==> src/rtl/rrt_pkg.sv <==
// ----------------------------------------------------------------------------
// rrt_pkg
// Shared types and constants of the resolve retry table: command codes,
// sequencer states, the table entry layout and the result beat layout.
// ----------------------------------------------------------------------------
package rrt_pkg;

  localparam int unsigned ID_W    = 64;
  localparam int unsigned TIME_W  = 64;
  localparam int unsigned DELAY_W = 32;
  localparam int unsigned LIMIT_W = 21;
  localparam int unsigned CMD_W   = 3;
  localparam int unsigned MS_W    = 32;

  // delay (s) times ms per second stays below 2^42
  localparam int unsigned PROD_W     = 42;
  localparam int unsigned MS_PER_SEC = 1000;

  localparam logic [LIMIT_W-1:0] LIMIT_RST  = LIMIT_W'(16);
  localparam logic [DELAY_W-1:0] DELAY_INIT = DELAY_W'(1);
  localparam logic [DELAY_W-1:0] DELAY_MAX  = '1;

  typedef enum logic [CMD_W-1:0] {
    CMD_CLEAR    = 3'd0,
    CMD_COMPLETE = 3'd1,
    CMD_MARK     = 3'd2,
    CMD_NEXT     = 3'd3,
    CMD_UNTIL    = 3'd4
  } cmd_e;

  typedef enum logic [1:0] {
    ST_IDLE,
    ST_SCAN,
    ST_CALC,
    ST_WRITE
  } state_e;

  // one table slot as stored in the RAM
  typedef struct packed {
    logic [ID_W-1:0]    node;
    logic [ID_W-1:0]    fabric;
    logic [TIME_W-1:0]  due;
    logic [DELAY_W-1:0] delay;
  } entry_t;

  // one result beat
  typedef struct packed {
    logic               rv;
    logic               flag;
    logic [MS_W-1:0]    delay_ms;
    logic [ID_W-1:0]    node;
    logic [ID_W-1:0]    fabric;
  } res_t;

endpackage

==> src/rtl/rrt_ram.sv <==
// ----------------------------------------------------------------------------
// rrt_ram
// Generic single-clock RAM: one write port, one read port, registered read.
// ----------------------------------------------------------------------------
module rrt_ram #(
  parameter int unsigned WIDTH = 8,
  parameter int unsigned DEPTH = 4,
  localparam int unsigned AW   = (DEPTH > 1) ? $clog2(DEPTH) : 1
) (
  input  logic             clk_i,
  input  logic             we_i,
  input  logic [AW-1:0]    waddr_i,
  input  logic [WIDTH-1:0] wdata_i,
  input  logic [AW-1:0]    raddr_i,
  output logic [WIDTH-1:0] rdata_o
);

  logic [WIDTH-1:0] mem_q [DEPTH];
  logic [WIDTH-1:0] rdata_q;

  // write and registered read
  always_ff @(posedge clk_i) begin
    if (we_i) begin
      mem_q[waddr_i] <= wdata_i;
    end
    rdata_q <= mem_q[raddr_i];
  end

  assign rdata_o = rdata_q;

endmodule

==> src/rtl/rrt_engine.sv <==
// ----------------------------------------------------------------------------
// rrt_engine
// Command sequencer: latches one command, scans the table RAM one entry per
// cycle, then writes back the chosen entry and hands over one result.
// ----------------------------------------------------------------------------
module rrt_engine
  import rrt_pkg::*;
#(
  parameter int unsigned ENTRIES = 4,
  localparam int unsigned IW     = $clog2(ENTRIES)
) (
  input  logic               clk_i,
  input  logic               rst_ni,
  // command beat
  input  logic               in_valid_i,
  output logic               in_ready_o,
  input  logic [CMD_W-1:0]   in_cmd_i,
  input  logic [ID_W-1:0]    in_node_i,
  input  logic [ID_W-1:0]    in_fabric_i,
  input  logic [TIME_W-1:0]  in_now_i,
  input  logic [LIMIT_W-1:0] limit_i,
  // result handover
  output logic               res_valid_o,
  input  logic               res_ready_i,
  output res_t               res_o,
  // table RAM
  output logic [IW-1:0]      rd_addr_o,
  input  entry_t             rd_data_i,
  output logic               wr_en_o,
  output logic [IW-1:0]      wr_addr_o,
  output entry_t             wr_data_o
);

  localparam logic [IW-1:0] LAST_IDX = IW'(ENTRIES - 1);

  state_e              state_q, state_d;
  cmd_e                cmd_q, cmd_d;
  logic [ID_W-1:0]     node_q, node_d;
  logic [ID_W-1:0]     fab_q, fab_d;
  logic [TIME_W-1:0]   now_q, now_d;
  logic [IW-1:0]       eidx_q, eidx_d;
  logic [ENTRIES-1:0]  valid_q, valid_d;
  logic                hit_q, hit_d;
  logic [IW-1:0]       hit_idx_q, hit_idx_d;
  logic                free_q, free_d;
  logic [IW-1:0]       free_idx_q, free_idx_d;
  logic                od_q, od_d;
  logic [IW-1:0]       best_idx_q, best_idx_d;
  logic [DELAY_W-1:0]  best_delay_q, best_delay_d;
  logic [TIME_W-1:0]   best_due_q, best_due_d;
  logic [ID_W-1:0]     ent_node_q, ent_node_d;
  logic [ID_W-1:0]     ent_fab_q, ent_fab_d;
  logic [PROD_W-1:0]   prod_q, prod_d;

  logic                ent_used;
  logic                ent_match;
  logic [TIME_W:0]     diff;
  logic                ent_due;
  logic [IW-1:0]       mark_slot;
  logic [DELAY_W-1:0]  delay_next;

  // per-entry checks on the word read back from the RAM
  assign ent_used  = valid_q[eidx_q];
  assign ent_match = ent_used && (node_q != '0) && (rd_data_i.node == node_q) &&
                     (rd_data_i.fabric == fab_q);
  assign diff      = {1'b0, rd_data_i.due} - {1'b0, now_q};
  assign ent_due   = diff[TIME_W] || (diff[TIME_W-1:0] == '0);

  assign mark_slot  = hit_q ? hit_idx_q : (free_q ? free_idx_q : best_idx_q);
  assign delay_next = best_delay_q[DELAY_W-1] ? DELAY_MAX :
                      {best_delay_q[DELAY_W-2:0], 1'b0};

  assign in_ready_o = (state_q == ST_IDLE);
  assign rd_addr_o  = (state_q == ST_SCAN) ? eidx_q + IW'(1) : '0;

  // control registers
  always_ff @(posedge clk_i or negedge rst_ni) begin
    if (!rst_ni) begin
      state_q <= ST_IDLE;
      valid_q <= '0;
    end else begin
      state_q <= state_d;
      valid_q <= valid_d;
    end
  end

  // command and scan registers
  always_ff @(posedge clk_i) begin
    cmd_q        <= cmd_d;
    node_q       <= node_d;
    fab_q        <= fab_d;
    now_q        <= now_d;
    eidx_q       <= eidx_d;
    hit_q        <= hit_d;
    hit_idx_q    <= hit_idx_d;
    free_q       <= free_d;
    free_idx_q   <= free_idx_d;
    od_q         <= od_d;
    best_idx_q   <= best_idx_d;
    best_delay_q <= best_delay_d;
    best_due_q   <= best_due_d;
    ent_node_q   <= ent_node_d;
    ent_fab_q    <= ent_fab_d;
    prod_q       <= prod_d;
  end

  // sequencer: accept, scan, reschedule product, write back
  always_comb begin
    state_d      = state_q;
    cmd_d        = cmd_q;
    node_d       = node_q;
    fab_d        = fab_q;
    now_d        = now_q;
    eidx_d       = eidx_q;
    valid_d      = valid_q;
    hit_d        = hit_q;
    hit_idx_d    = hit_idx_q;
    free_d       = free_q;
    free_idx_d   = free_idx_q;
    od_d         = od_q;
    best_idx_d   = best_idx_q;
    best_delay_d = best_delay_q;
    best_due_d   = best_due_q;
    ent_node_d   = ent_node_q;
    ent_fab_d    = ent_fab_q;
    prod_d       = prod_q;
    wr_en_o      = 1'b0;
    wr_addr_o    = mark_slot;
    wr_data_o    = '{node: node_q, fabric: fab_q, due: now_q, delay: DELAY_INIT};
    res_valid_o  = 1'b0;

    unique case (state_q)
      ST_IDLE: begin
        if (in_valid_i) begin
          cmd_d        = cmd_e'(in_cmd_i);
          node_d       = in_node_i;
          fab_d        = in_fabric_i;
          now_d        = in_now_i;
          eidx_d       = '0;
          hit_d        = 1'b0;
          free_d       = 1'b0;
          od_d         = 1'b0;
          best_delay_d = '0;
          state_d      = ST_SCAN;
        end
      end

      ST_SCAN: begin
        unique case (cmd_q)
          CMD_COMPLETE: begin
            if (ent_match && !hit_q) begin
              hit_d     = 1'b1;
              hit_idx_d = eidx_q;
            end
          end
          CMD_MARK: begin
            if (ent_match && !hit_q) begin
              hit_d     = 1'b1;
              hit_idx_d = eidx_q;
            end
            if (!ent_used && !free_q) begin
              free_d     = 1'b1;
              free_idx_d = eidx_q;
            end
            // eviction candidate: largest delay, then oldest due time
            if ((eidx_q == '0) || (rd_data_i.delay > best_delay_q) ||
                ((rd_data_i.delay == best_delay_q) && (rd_data_i.due < best_due_q))) begin
              best_idx_d   = eidx_q;
              best_delay_d = rd_data_i.delay;
              best_due_d   = rd_data_i.due;
            end
          end
          CMD_NEXT: begin
            if (ent_used && !hit_q && ent_due) begin
              if (rd_data_i.delay > DELAY_W'(limit_i)) begin
                // timed out: drop and keep looking
                valid_d[eidx_q] = 1'b0;
              end else begin
                hit_d        = 1'b1;
                hit_idx_d    = eidx_q;
                best_delay_d = rd_data_i.delay;
                ent_node_d   = rd_data_i.node;
                ent_fab_d    = rd_data_i.fabric;
              end
            end
          end
          CMD_UNTIL: begin
            if (ent_used && !od_q) begin
              if (ent_due) begin
                od_d         = 1'b1;
                hit_d        = 1'b1;
                best_delay_d = '0;
              end else if (!hit_q || (best_delay_q > diff[MS_W-1:0])) begin
                hit_d        = 1'b1;
                best_delay_d = diff[MS_W-1:0];
              end
            end
          end
          default: begin
          end
        endcase

        // advance to next entry or leave the scan
        if (eidx_q == LAST_IDX) begin
          state_d = (cmd_q == CMD_NEXT) ? ST_CALC : ST_WRITE;
        end else begin
          eidx_d = eidx_q + IW'(1);
        end
      end

      ST_CALC: begin
        prod_d  = PROD_W'(best_delay_q) * PROD_W'(MS_PER_SEC);
        state_d = ST_WRITE;
      end

      ST_WRITE: begin
        if (res_ready_i) begin
          res_valid_o = 1'b1;
          state_d     = ST_IDLE;
          unique case (cmd_q)
            CMD_CLEAR: begin
              valid_d = '0;
            end
            CMD_COMPLETE: begin
              if (hit_q) begin
                valid_d[hit_idx_q] = 1'b0;
              end
            end
            CMD_MARK: begin
              wr_en_o            = 1'b1;
              valid_d[mark_slot] = (node_q != '0);
            end
            CMD_NEXT: begin
              wr_en_o   = hit_q;
              wr_addr_o = hit_idx_q;
              wr_data_o = '{node: ent_node_q, fabric: ent_fab_q,
                            due: now_q + TIME_W'(prod_q), delay: delay_next};
            end
            default: begin
            end
          endcase
        end
      end
    endcase
  end

  // result fields from the scan registers
  always_comb begin
    res_o = '0;
    unique case (cmd_q)
      CMD_COMPLETE: res_o.flag = !hit_q;
      CMD_MARK:     res_o.flag = !hit_q && !free_q;
      CMD_NEXT: begin
        if (hit_q) begin
          res_o.rv     = 1'b1;
          res_o.node   = ent_node_q;
          res_o.fabric = ent_fab_q;
        end
      end
      CMD_UNTIL: begin
        if (hit_q) begin
          res_o.rv       = 1'b1;
          res_o.delay_ms = best_delay_q;
        end
      end
      default: begin
      end
    endcase
  end

endmodule

==> src/rtl/resolve_retry_table.sv <==
// ----------------------------------------------------------------------------
// resolve_retry_table
// Table of pending peer lookups with exponential retry backoff.
// ----------------------------------------------------------------------------
// One command is handled at a time. A command goes from the accepting
// edge through the scan and the write-back state to the result beat, with
// a product state in between for next due peer: the table sits in a
// single RAM with one read port, and the scan reads one entry per cycle
// before the chosen entry is written back. The result sits in an output
// register, and the next command is accepted while it waits to be taken.
// The retry limit may be written at any time the block is idle; reset
// leaves every slot unused and the limit at 16 seconds.
module resolve_retry_table
  import rrt_pkg::*;
#(
  parameter int unsigned ENTRIES = 4
) (
  input  logic               clk_i,
  input  logic               rst_ni,
  // retry limit register
  input  logic               cfg_we_i,
  input  logic [LIMIT_W-1:0] cfg_wdata_i,
  // command stream
  input  logic               s_axis_tvalid_i,
  output logic               s_axis_tready_o,
  input  logic [191:0]       s_axis_tdata_i,   // peer_node_id, peer_fabric_id, now_ms
  input  logic [2:0]         s_axis_tuser_i,   // cmd
  // result stream
  output logic               m_axis_tvalid_o,
  input  logic               m_axis_tready_i,
  output logic [159:0]       m_axis_tdata_o,   // delay_ms, out_node_id, out_fabric_id
  output logic [1:0]         m_axis_tuser_o    // result_valid, status_flag
);

  localparam int unsigned IW = $clog2(ENTRIES);

  logic [LIMIT_W-1:0] limit_q;
  logic               res_valid;
  logic               res_ready;
  res_t               res;
  logic               out_valid_q;
  res_t               out_q;
  logic [IW-1:0]      rd_addr;
  logic [IW-1:0]      wr_addr;
  logic               wr_en;
  entry_t             wr_data;
  logic [$bits(entry_t)-1:0] rd_word;

  // retry limit register
  always_ff @(posedge clk_i or negedge rst_ni) begin
    if (!rst_ni) begin
      limit_q <= LIMIT_RST;
    end else if (cfg_we_i) begin
      limit_q <= cfg_wdata_i;
    end
  end

  rrt_ram #(
    .WIDTH ($bits(entry_t)),
    .DEPTH (ENTRIES)
  ) u_ram (
    .clk_i   (clk_i),
    .we_i    (wr_en),
    .waddr_i (wr_addr),
    .wdata_i (wr_data),
    .raddr_i (rd_addr),
    .rdata_o (rd_word)
  );

  rrt_engine #(
    .ENTRIES (ENTRIES)
  ) u_engine (
    .clk_i       (clk_i),
    .rst_ni      (rst_ni),
    .in_valid_i  (s_axis_tvalid_i),
    .in_ready_o  (s_axis_tready_o),
    .in_cmd_i    (s_axis_tuser_i),
    .in_node_i   (s_axis_tdata_i[63:0]),
    .in_fabric_i (s_axis_tdata_i[127:64]),
    .in_now_i    (s_axis_tdata_i[191:128]),
    .limit_i     (limit_q),
    .res_valid_o (res_valid),
    .res_ready_i (res_ready),
    .res_o       (res),
    .rd_addr_o   (rd_addr),
    .rd_data_i   (entry_t'(rd_word)),
    .wr_en_o     (wr_en),
    .wr_addr_o   (wr_addr),
    .wr_data_o   (wr_data)
  );

  // output register: load a new result, drop a taken one
  assign res_ready = !out_valid_q || m_axis_tready_i;

  always_ff @(posedge clk_i or negedge rst_ni) begin
    if (!rst_ni) begin
      out_valid_q <= 1'b0;
    end else if (res_valid) begin
      out_valid_q <= 1'b1;
    end else if (m_axis_tready_i) begin
      out_valid_q <= 1'b0;
    end
  end

  always_ff @(posedge clk_i) begin
    if (res_valid) begin
      out_q <= res;
    end
  end

  assign m_axis_tvalid_o = out_valid_q;
  assign m_axis_tdata_o  = {out_q.fabric, out_q.node, out_q.delay_ms};
  assign m_axis_tuser_o  = {out_q.flag, out_q.rv};

endmodule

==> config.mk <==
export PLATFORM = sky130hd
export DESIGN_NAME = resolve_retry_table
export DESIGN_NICKNAME = d
export VERILOG_FILES = /design/src/rtl/rrt_pkg.sv /design/src/rtl/rrt_ram.sv /design/src/rtl/rrt_engine.sv /design/src/rtl/resolve_retry_table.sv
export SDC_FILE = /design/constraint.sdc
export NUM_CORES = 2
export LEC_CHECK = 0
export BUFFER_PORTS_ARGS = -buffer_cell sky130_fd_sc_hd__buf_4
export CORE_MARGIN = 2
export CORE_UTILIZATION = 55
export DETAILED_ROUTE_END_ITERATION = 16
export PLACE_DENSITY = 0.75
export SLEW_MARGIN = 30
export SYNTH_ARGS = -nofsm -noshare
export SYNTH_HDL_FRONTEND = slang
export SYNTH_SLANG_ARGS = --single-unit
==> constraint.sdc <==
create_clock -name clk_i -period 36.8 [get_ports clk_i]
set_clock_uncertainty 0.2 [all_clocks]
set_input_delay 3.68 -clock clk_i [delete_from_list [all_inputs] [get_ports clk_i]]
set_output_delay 3.68 -clock clk_i [all_outputs]
set_load 0.05 [all_outputs]
## Word-level counts from Yosys, hierarchy flattened

Memory sizes are Yosys's and may differ from the RTL's. A register that Yosys moved wholly into a read port is not among the register bits.
Cells that the tools add are included.

| cells by class | value |
|---|---|
| $add $sub $neg | 3 |
| magnitude comparators | 10 |
| bitwise gates (word level) | 5 |
| eq/ne operators | 36 |
| muxes and demuxes | 74 |
| multipliers | 1 |
| reductions and logical operators | 48 |

Operator list:

| operator | count |
|---|---|
| $mux 224 | 3 |
| $mux 32 | 8 |
| $eq 64x64->1 | 2 |
| $pmux 32 s3 | 1 |
| $sub 64x64->65 | 1 |
| $add 64x42->64 | 1 |
| $gt 32x32->1 | 2 |
| $logic_not 64->1 | 1 |
| $lt 64x64->1 | 1 |
| $pmux 32 s2 | 1 |
| $reduce_bool 64->1 | 1 |
| $mul 32x7->39 const B | 1 |
| $eq 32x32->1 | 1 |
| $gt 32x21->1 | 1 |
| $mux 2 | 14 |
| $mux 1 | 26 |
| $ne 2x2->1 const B | 12 |
| $mux 4 | 5 |
| $reduce_and 8->1 | 2 |
| $ne 3x3->1 const B | 5 |
| $logic_and 1x1->1 | 13 |
| $pmux 4 s3 | 1 |
| $reduce_and 3->1 | 4 |
| $pmux 1 s2 | 5 |
| 33 further kinds | 65 |

| word-level totals | value |
|---|---|
| RAM bits | 896 |
| output and inout bits | 164 |
| memories | 1 |
| register bits | 659 |

Memory list:

| memory | depth | width | read ports | clocked after memory_dff | wr ports | line | source |
|---|---|---|---|---|---|---|---|
| u_ram.mem_q | 4 | 224 | 1 | 1 | 1 | rrt_ram.sv:18 | `logic [WIDTH-1:0] mem_q [DEPTH];` |

## Depth between registers and ports, before layout

| logic depth | value |
|---|---|
| depth in word-level cells | 10 |
| gate-level depth with buffers | 23 |

## By module

From an unflattened synthesis, not the netlist that was laid out.

| unflattened totals | value |
|---|---|
| cells, all modules | 5199 |
| area total of the unflattened synthesis | 78315.1 µm² |

By module, submodules not included:

| module | times used | area an instance (µm²) | cells each | sequential area each (µm²) |
|---|---|---|---|---|
| rrt_ram | 1 | 36826.6 | 1398 | 31390.1 |
| rrt_engine | 1 | 35725.5 | 3592 | 14233.7 |
| resolve_retry_table | 1 | 5763.0 | 209 | 5416.4 |

## Least setup slack after synthesis

Ideal clock, no wire load.

| timing | value |
|---|---|
| path type | input port to flip-flop |
| start point | input m_axis_tready_i |
| end point | memory u_ram.mem_q[0][0] (netlist name), enable pin |
| path slack | 16.983 ns |
| arrival | 18.808 ns |
| stages | 7 |
| buffers on the path | 2 |
| cell sequence | nand2b_1 and2_1 clkbuf_1 and3_1 clkbuf_1 o21ai_0 nor2_1 |

| on the way | value |
|---|---|
| cells in the longest elaborated chain, start to end | 5 |
| elaborated cells on any way between the ends | 7 |
| those cells by class | mux (6); reduce/logical (1) |

RTL lines:

| element | line | source |
|---|---|---|
| from (decl) | resolve_retry_table.sv:30 | `input logic m_axis_tready_i,` |
| $logic_or 1x1->1 (*) | resolve_retry_table.sv:93 | `assign res_ready = !out_valid_q \|\| m_axis_tready_i;` |
| $mux 1 | rrt_engine.sv:217 | `if (res_ready_i) begin` |
| $mux 1 | rrt_engine.sv:132 | `unique case (state_q)` |
| $mux 1 | rrt_ram.sv:23 | `if (we_i) begin` |
| $mux 1 (not written as such) | rrt_ram.sv:24 | `mem_q[waddr_i] <= wdata_i;` |
| to (decl) | rrt_ram.sv:18 |  |

Every way passes the cells marked *; elsewhere a longest branch is shown, timed or not.

## Worst setup path in the final report

| timing | value |
|---|---|
| start point | input m_axis_tready_i |
| end point | memory u_ram.mem_q[2][189] (netlist name), enable pin |

The elaborated chain is that of the path after synthesis.

==> results.sh <==
export IMPL_outcome="finished with violations"
export IMPL_failed_checks="DRC"
export IMPL_ant_nets=0
export IMPL_wl_mm=215
export IMPL_min_period_over_period=0.209
export IMPL_vias=51950
export IMPL_reg2reg_slack_ns=29.56
export IMPL_dr_pass1_iters=12
export IMPL_drv_slew=0
export IMPL_cpLargestDelayFamily="simple AND/OR/NAND/NOR gates"
export IMPL_hp_class="reg -> reg"
export IMPL_place_congestion=0.950
export IMPL_clk_latency_ns=0.83
export IMPL_nets=7231
export IMPL_required_ns=37.03
export IMPL_rsz0062_at_grt="no"
export IMPL_core_um2=143000
export IMPL_max_slew_margin=0.224
export IMPL_cts_tree="done"
export IMPL_synth_seq_area_share=0.644
export IMPL_drive_gt1_frac=0.114
export IMPL_tns_ns=0
export IMPL_worstMarginPinSlew_ns=1.16
export IMPL_cp_slowest_cell="buf_4"
export IMPL_holdBufCountCts=0
export IMPL_grt_pass1_vias=51034
export IMPL_grt_max_degree=195
export IMPL_synth_edf_count=1527
export IMPL_initial_utilization=0.553
export IMPL_synth_avg_cell_area_um2=12.8
export IMPL_clk_pin_slew_ns=0.06
export IMPL_arrival_ns=7.91
export IMPL_area_growth_pct=13.8
export IMPL_reg2reg_depth=19
export IMPL_dieArea_um2=147000
export IMPL_fin_crit_ns=7.67
export IMPL_cts_max_level=4
export IMPL_io_pins=385
export IMPL_gr_total_overflow=0
export IMPL_endpoint_kind="register"
export IMPL_synth_cell_types=88
export IMPL_ys_ff_latch=1779
export IMPL_cap_violations=0
export IMPL_yosysWarnings=0
export IMPL_cts_setup_buffers=0
export IMPL_crit_top_cell="buf_4"
export IMPL_antenna_found_initial=4
export IMPL_min_delay_path_depth=0
export IMPL_cts_sinks=1779
export IMPL_routedWlPerCell_um=25.0
export IMPL_fp_row_count=139
export IMPL_fp_dieW_um=384
export IMPL_drc=2
export IMPL_setup_violations=0
export IMPL_drt_iter0_drc=5449
export IMPL_cts_made_buffers=174
export IMPL_hpwl_mm=140
export IMPL_max_freq_ghz=0.130
export IMPL_port_buffers=384
export IMPL_post_cts_resized=0
export IMPL_yosys_most_used_dff="edfxtp_1"
export IMPL_path_cells="buf_4, nand2b_1, and2_4, and3_4, o21ai_0, nor2_4, buf_4, buf_6"
export IMPL_clk_path_buf_depth=3
export IMPL_cp_start_kind="input port"
export IMPL_crit_type="in -> reg"
export IMPL_syn_num_nets=6886
export IMPL_slowest_delay_ns=0.82
export IMPL_async_reset_ff_frac=0.0157
export IMPL_crit_cells=8
export IMPL_grt_use_total=0.289
export IMPL_viasPerCell=6.04
export IMPL_synthCells=6200
export IMPL_cts_root_buf="clkbuf_16"
export IMPL_die_h_um=384
export IMPL_critPathMaxFanout=68
export IMPL_cp_num_buf_inv=3
export IMPL_grt_pass1_wl_mm=318
export IMPL_hold_viol_final=0
export IMPL_syn_area_um2=79200
-- layout by cell type, fill, tap and decap left out, types with 120 or more instances in the layout --
cell	count
fa_1	120
a211oi_1	245
o21ai_0	208
ha_1	344
inv_1	256
nand2_1	1050
xnor2_1	207
a31oi_1	248
a21oi_1	218
edfxtp_1	1527
nor2_1	132
and2_1	392
clkbuf_16	176
buf_4	415
dfxtp_1	224
-- final timing paths --
path / from / to
max: m_axis_tready_i / u_ram.mem_q[2][189]$_DFFE_PP_
min: u_ram.rdata_o[200]$_DFF_P_ / u_engine.ent_node_q[40]$_DFFE_PP_
max reg2reg: u_engine.best_delay_q[12]$_SDFFCE_PN0P_ / u_engine.prod_q[40]$_DFFE_PN_
min reg2reg: u_ram.rdata_o[200]$_DFF_P_ / u_engine.ent_node_q[40]$_DFFE_PP_
max in group asynchronous: rst_ni / m_axis_tvalid_o$_DFFE_PN0P_
min in group asynchronous: rst_ni / limit_q[10]$_DFFE_PN0P_
-- cells in the mapped netlist, types with 207 or more instances --
cell type	instances	area (um2)
xnor2_1	207	1810
dfxtp_1	224	4480
a21oi_1	219	1100
edfxtp_1	1527	45900
o21ai_0	209	1050
a31oi_1	248	1550
nand2_1	1053	3950
and2_1	394	2460
clkbuf_1	238	893
inv_1	256	961
ha_1	345	4320
a211oi_1	246	1850
-- per-layer routing --
| layer | vias to the layer above | GRT usage | share of wire |
|---|---|---|---|
| met5 | - | 0 | 0.000093 |
| met4 | 2 | 0.121 | 0.042 |
| met3 | 382 | 0.0504 | 0.089 |
| met2 | 2510 | 0.462 | 0.47 |
| met1 | 25715 | 0.393 | 0.40 |
| li1 | 23341 | - | - |
-- worst reg2reg max path, delay by kind of cell, from the launching register on --
kind            cells  cell delay (ns)
fa+ha+maj           5             2.41
simple gates        1             0.11
compound gates     12             3.31
flops               1             0.73
xor+xnor            1             0.17
-- sequential cells by signal (all words and copies together) (netlist names), 39 cells and up --
register and count:
u_ram.rdata_o 224, u_engine.ent_node_q 64, u_engine.now_q 64, u_engine.fab_q 64, u_engine.node_q 64, m_axis_tdata_o 160
u_engine.best_due_q 64, u_engine.ent_fab_q 64, u_engine.prod_q 39, u_ram.mem_q 896
-- cells by family after synthesis --
logic type                 after synthesis  synth area share
AOI/OAI and AO/OA                     1198            0.0975
DFF                                   1779             0.644
adders and majority gates              465            0.0848
buffers and inverters                  522            0.0256
muxes                                   12           0.00172
and+or+nand+nor                       1972             0.118
xor gates and xnor gates               252            0.0279
-- final cells by class --
cell class,count,area [um2]
Multi-Input combinational cell,3899,26300
Fill cell,10667,53200
Clock buffer,240,4910
Sequential cell,1779,51000
Antenna cell,1,2.50
Inverter,258,983
Clock inverter,87,1090
Timing Repair Buffer,433,3480
Tap cell,1903,2380
-- through the flow --
step	utilization	setup slack (ns)	cell area, um2	instances	hold slack (ns)
final	0.629	29.13	90200	8600	0.235
after global routing	0.629	29.04	90200	8599	0.252
after CTS	0.628	29.23	90000	8596	0.225
after detailed placement	0.586	28.37	84000	8269	0.233
after global placement	0.586	27.78	84000	8266	0.231
after floorplan	-	16.98	79200	6200	0.208
Power is left out: the tool's default activity adds up to more than one toggle a clock period on the data nets, which glitch-free logic cannot reach.
